### src/hw/rtl/nrc_pkg.sv
package nrc_pkg;

    localparam int ENTRIES  = 64;
    localparam int KEY_BITS = 64;
    localparam int IDX_W    = (ENTRIES > 1) ? $clog2(ENTRIES) : 1;

    localparam int ACT_W    = 2;
    localparam int KEY_W    = 64;
    localparam int NOW_W    = 32;
    localparam int CAP_W    = 7;
    localparam int TTL_W    = 31;
    localparam int ADDR_W   = 3;
    localparam int DATA_W   = 32;

    localparam logic [CAP_W-1:0] CAP_RESET = CAP_W'(64);
    localparam logic [TTL_W-1:0] TTL_RESET = '0;

    localparam logic REG_ENTRIES = 1'b0;
    localparam logic REG_TTL     = 1'b1;

    typedef enum logic [ACT_W-1:0] {
        ACT_CHECK = 2'd0,
        ACT_ADD   = 2'd1,
        ACT_CLEAR = 2'd2,
        ACT_NONE  = 2'd3
    } t_action;

    typedef enum logic [1:0] {
        S_IDLE,
        S_DECODE,
        S_WALK,
        S_DONE
    } t_state;

    typedef struct packed {
        logic load;
        logic exec;
        logic walk;
    } t_dp_cmd;

    typedef struct packed {
        logic is_check;
        logic walk_end;
    } t_dp_sts;

    // last index in use: capacity clamped to 1..ENTRIES, minus one
    function automatic logic [IDX_W-1:0] cap_last(input logic [CAP_W-1:0] cap);
        int c;
        c = int'(cap);
        if (c < 1) c = 1;
        if (c > ENTRIES) c = ENTRIES;
        return IDX_W'(c - 1);
    endfunction

endpackage

### src/hw/rtl/nrc_ctrl.sv
module nrc_ctrl (
    input  logic             i_clk,
    input  logic             i_rst_n,
    input  logic             start,
    input  nrc_pkg::t_dp_sts i_sts,
    output nrc_pkg::t_dp_cmd o_cmd,
    output logic             busy,
    output logic             o_done
);
    import nrc_pkg::*;

    t_state r_state;
    t_state n_state;

    always_ff @(posedge i_clk) begin
        if (!i_rst_n) begin
            r_state <= S_IDLE;
        end else begin
            r_state <= n_state;
        end
    end

    always_comb begin
        n_state = r_state;
        unique case (r_state)
            S_IDLE: begin
                if (start) n_state = S_DECODE;
            end
            S_DECODE: begin
                n_state = i_sts.is_check ? S_WALK : S_DONE;
            end
            S_WALK: begin
                if (i_sts.walk_end) n_state = S_DONE;
            end
            S_DONE: begin
                n_state = S_IDLE;
            end
            default: begin
                n_state = S_IDLE;
            end
        endcase
    end

    always_comb begin
        o_cmd.load = 1'b0;
        o_cmd.exec = 1'b0;
        o_cmd.walk = 1'b0;
        busy       = 1'b1;
        o_done     = 1'b0;
        unique case (r_state)
            S_IDLE: begin
                busy       = 1'b0;
                o_cmd.load = start;
            end
            S_DECODE: begin
                o_cmd.exec = 1'b1;
            end
            S_WALK: begin
                o_cmd.walk = 1'b1;
            end
            S_DONE: begin
                o_done = 1'b1;
            end
            default: begin
                busy = 1'b1;
            end
        endcase
    end

endmodule

### config.mk
export PLATFORM = sky130hd
export DESIGN_NAME = nrc_ctrl
export DESIGN_NICKNAME = d
export VERILOG_FILES = /design/src/hw/rtl/nrc_pkg.sv /design/src/hw/rtl/nrc_ctrl.sv
export SDC_FILE = /design/constraint.sdc
export NUM_CORES = 1
export LEC_CHECK = 0
export BUFFER_PORTS_ARGS = -buffer_cell sky130_fd_sc_hd__buf_2
export CORE_AREA = 2 2 39 41
export DETAILED_ROUTE_END_ITERATION = 8
export DIE_AREA = 0 0 41 43
export HOLD_SLACK_MARGIN = 0.12
export PLACE_DENSITY = 0.38
export SYNTH_ARGS = -nofsm -noshare
export SYNTH_HDL_FRONTEND = slang
export SYNTH_SLANG_ARGS = --single-unit
### constraint.sdc
create_clock -name i_clk -period 3.95 [get_ports i_clk]
set_clock_uncertainty 0.1 [all_clocks]
set_input_delay 0.1975 -clock i_clk [delete_from_list [all_inputs] [get_ports i_clk]]
set_output_delay 0.1975 -clock i_clk [all_outputs]
set_load 0.03 [all_outputs]
Word-level counts from Yosys, hierarchy flattened. Index checks and enable logic that the tools add are counted. W data, S select, Z words.

Bits of input ports: 5. Register bits after elaboration: 2.

Reduce and logical (&&, ||, !) cells: 2. Mux-type cells: 9. Equality and inequality tests: 5.

Operators with widths (count): $pmux W2 S4 (1); $mux W1 (6); $eq A2 B2 Y1 const B (2); $mux W2 (2); $ne A2 B2 Y1 const B (2); $eq A2 B1 Y1 const B (1); $logic_not A2 Y1 (1); $reduce_and A2 Y1 (1).

Logic depth before layout (Yosys ltp).
Depth after elaboration: 3. Gate-level depth with buffers: 5. Gate-level depth less buffers: 5.

Worst setup path after synthesis. Ideal clock, no wire load.

Path type: flip-flop to flip-flop. Start point: register r_state[0]. End point: register r_state[1]. Setup time: 70 ps. Stages on the path, launching flop included: 6. Arrival: 1385 ps. Buffers on the path: 0. Path slack: 2395 ps. Cell sequence: dfxtp_1 > inv_1 > ha_1 > nor2b_1 > or3b_1 > a21boi_1.

Word-level cells in the longest chain between the ends: 3.

RTL lines: start, declared (RTL line nrc_ctrl.sv:12) `t_state r_state;`; start signal, assigned (RTL line nrc_ctrl.sv:19) `r_state <= n_state;`; $eq A2 B2 Y1 / $logic_not A2 Y1 (equally long branches) (RTL line nrc_ctrl.sv:25) `unique case (r_state)`; $ne A2 B2 Y1 (no source line); $reduce_and A2 Y1 (no source line).

Several ways; a longest one is shown, not always the timed one. A chain may end at the register's enable or synchronous reset.

==> flow_summary_export.csv <==
group,metric,value,unit
run_status,outcome,"finished, final reports clean",
die,die_h,43,um
worst_setup_path,rr_worst_depth,5,
finish,layout-drive-gt1-share,0.4242,
worst_setup_path,reg2reg_from,"r_state[1]$_SDFFE_PN0P_",
clock_tree,cts_tree,"done",
yosys,synth.yosys.seq_area_share,0.2038,
global_route,grt_pass1_vias,161,
worst_setup_path,cp.required,3.65,ns
placed_design,finalWeightedCongestion,0.6639,
clock_tree,clkSlewWorstSetupHoldPaths,0.03,ns
drt,drc_errors,0,
yosys,ys_warn_count,0,
clock_tree,cts_buffer_depth,2,
finish,top_register,"r_state",
drt,ant_nets,0,
clock_tree,cts_setup_buffers,0,
yosys,ys_types,13,
worst_setup_path,cp-end-kind,"output pin",
worst_setup_path,r2r_end,"r_state[1]$_SDFFE_PN0P_",
timing,slew_headroom,0.8273,
worst_setup_path,worstSetupPathType,"reg2out",
yosys,syn-num-nets,31,
timing,setup_tns,0,ns
timing,fmax,0.6326,GHz
drt,vias_per_cell,3.633,
min_path,min-delay-start,"i_rst_n",
yosys,synth_seq_cells,2,
finish,utilization,0.2052,
finish,n_antenna_cell,0,
power_and_ir_drop,p_leak,0.1558,nW
yosys,syn_inst,21,
worst_setup_path,slowest_delay,0.38,ns
finish,largest_register_ffs,2,
global_route,grt_overflow,0,
timing,rsz0062_at_grt,"no",
power_and_ir_drop,vdd_drop_max,0.2824,mV
clock_tree,cts.hold.buffers_added,0,
worst_setup_path,crit_chain,"inv_1 -> ha_1 -> and2_2 -> buf_2",
worst_setup_path,cp_max_fo,5,
drt,wirelength,398,um
global_route,antenna_found_initial,0,
timing,hold_viol,0,
finish,reg.largest.list,"r_state (2)",
clock_tree,cts_resized,0,
die,core_area,1384,um^2
clock_tree,cts.sinks,2,
placed_design,hpwl,324,um
die,io_pins,10,
finish,areaGrowthSynthToFinish,44.59,%
drt,dr.pass1.iters,2,
drt,wl_per_cell,8.122,um
timing,period_minus_slack,1.581,ns
worst_setup_path,r2r_slack,2.44,ns
flow_run,cap_violations,0,
die,die_w,41,um
global_route,grtUsageTotal,0.05305,
yosys,syn_avg_cell_area,9.354,um^2
placed_design,port_buffers,9,
die,rows,14,
drt,vias,178,
worst_setup_path,startpoint,"r_state[1]$_SDFFE_PN0P_",
clock_tree,cts_buffers,3,
timing,slew_violations,0,
min_path,hold_class,"in2reg",
clock_tree,cts_root_buf,"clkbuf_4",
worst_setup_path,crit_arrival,1.28,ns
clock_tree,htreeDepth,1,
finish,fin_nets,45,
timing,finalCritPeriodShare,0.4002,
timing,tightest_slew,0.2585,ns
drt,drt_iter0_markers,3,
power_and_ir_drop,cellPowerDensity,850.9,nW/um^2
die,start_util,0.1420,
die,dieArea,1763,um^2
global_route,grt_max_degree,6,
worst_setup_path,critPathLaunchType,"register",
min_path,min_to,"r_state[0]$_SDFFE_PN0P_",
worst_setup_path,crit_slowest_cell,"dfxtp_1",
clock_tree,clk_latency,0.22,ns
yosys,syn_area,196.4,um^2
global_route,grt_pass1_wl,614,um
min_path,min_path_cells,2,
timing,setup_violations,0,
logic make-up after synthesis:
| kind of cell | Yosys count | share of synthesized area |
|---|---|---|
| AOI/OAI and AO/OA | 5 | 0.1975 |
| adders and majority gates | 5 | 0.3185 |
| and+or+nand+nor | 5 | 0.2038 |
| buffers and inverters | 4 | 0.07641 |
| DFF | 2 | 0.2038 |
worst max path at each step:
stage                                          to  cells past startpoint
after floorplan           r_state[1]$_SDFFE_PN0P_                      5
after global placement    r_state[1]$_SDFFE_PN0P_                      5
after detailed placement  r_state[1]$_SDFFE_PN0P_                      5
after CTS                                o_cmd[2]                      4
after global routing                     o_cmd[2]                      4
final                                    o_cmd[2]                      4
synth_stat cells (all sizes together):
cell / count / area [um^2]
a211o: 1 / 8.760
a21boi: 1 / 7.510
and2: 1 / 7.510
dfxtp: 2 / 40.04
ha: 5 / 62.56
inv: 4 / 15.01
nor2: 1 / 3.750
nor2b: 2 / 20.02
o21ai: 1 / 5.000
o311a: 1 / 10.01
o31ai: 1 / 7.510
or3b: 1 / 8.760
placed cells by master (no fill, tap or decap), types with 2 or more instances in the layout:
master,instances
inv_1,4
buf_2,9
dfxtp_1,2
clkbuf_4,3
ha_1,5
per-layer routing:
metal / GRT usage / wire length (um) / vias up
li1: - / - / 96
met1: 0.08280 / 218 / 72
met2: 0.04688 / 122 / 10
met3: 0.04712 / 56 / 0
met4: 0.02000 / 0 / 0
met5: 0 / 0 / -
through the flow:
step	std cells	setup slack (ns)	cell area, um^2	hold slack [ns]	power, mW
floorplan	21	2.395	196.4	0.2287	0.1663
global placement	46	2.441	261.5	0.3621	0.1952
detailed placement	46	2.433	261.5	0.3625	0.1992
CTS	49	2.352	284.0	0.1249	0.2473
global route	49	2.301	284.0	0.1359	0.2653
finish	49	2.369	284.0	0.1280	0.2417
final cells by class:
type                            count  area [um^2]
Fill cell                         147         1100
Tap cell                           16        20.02
Clock buffer                        3        22.52
Multi-Input combinational cell     15        141.4
Sequential cell                     2        40.04
Inverter                            4        15.01
Timing Repair Buffer                9        45.04
worst max-delay path, delay by kind of cell (launching register included):
kind                     cells  cell delay, ns
adder cells (fa/ha/maj)      1            0.21
AND/OR/NAND/NOR              1            0.19
flip-flops                   1            0.38
buffers and inverters        2            0.28
where the power goes:
group          internal (mW)  switching, mW
Combinational         0.0611         0.0965
Sequential            0.0301        0.00932
Clock                 0.0335         0.0112
Total                  0.125          0.117
No activity file was read; power rests on OpenSTA's default activity.
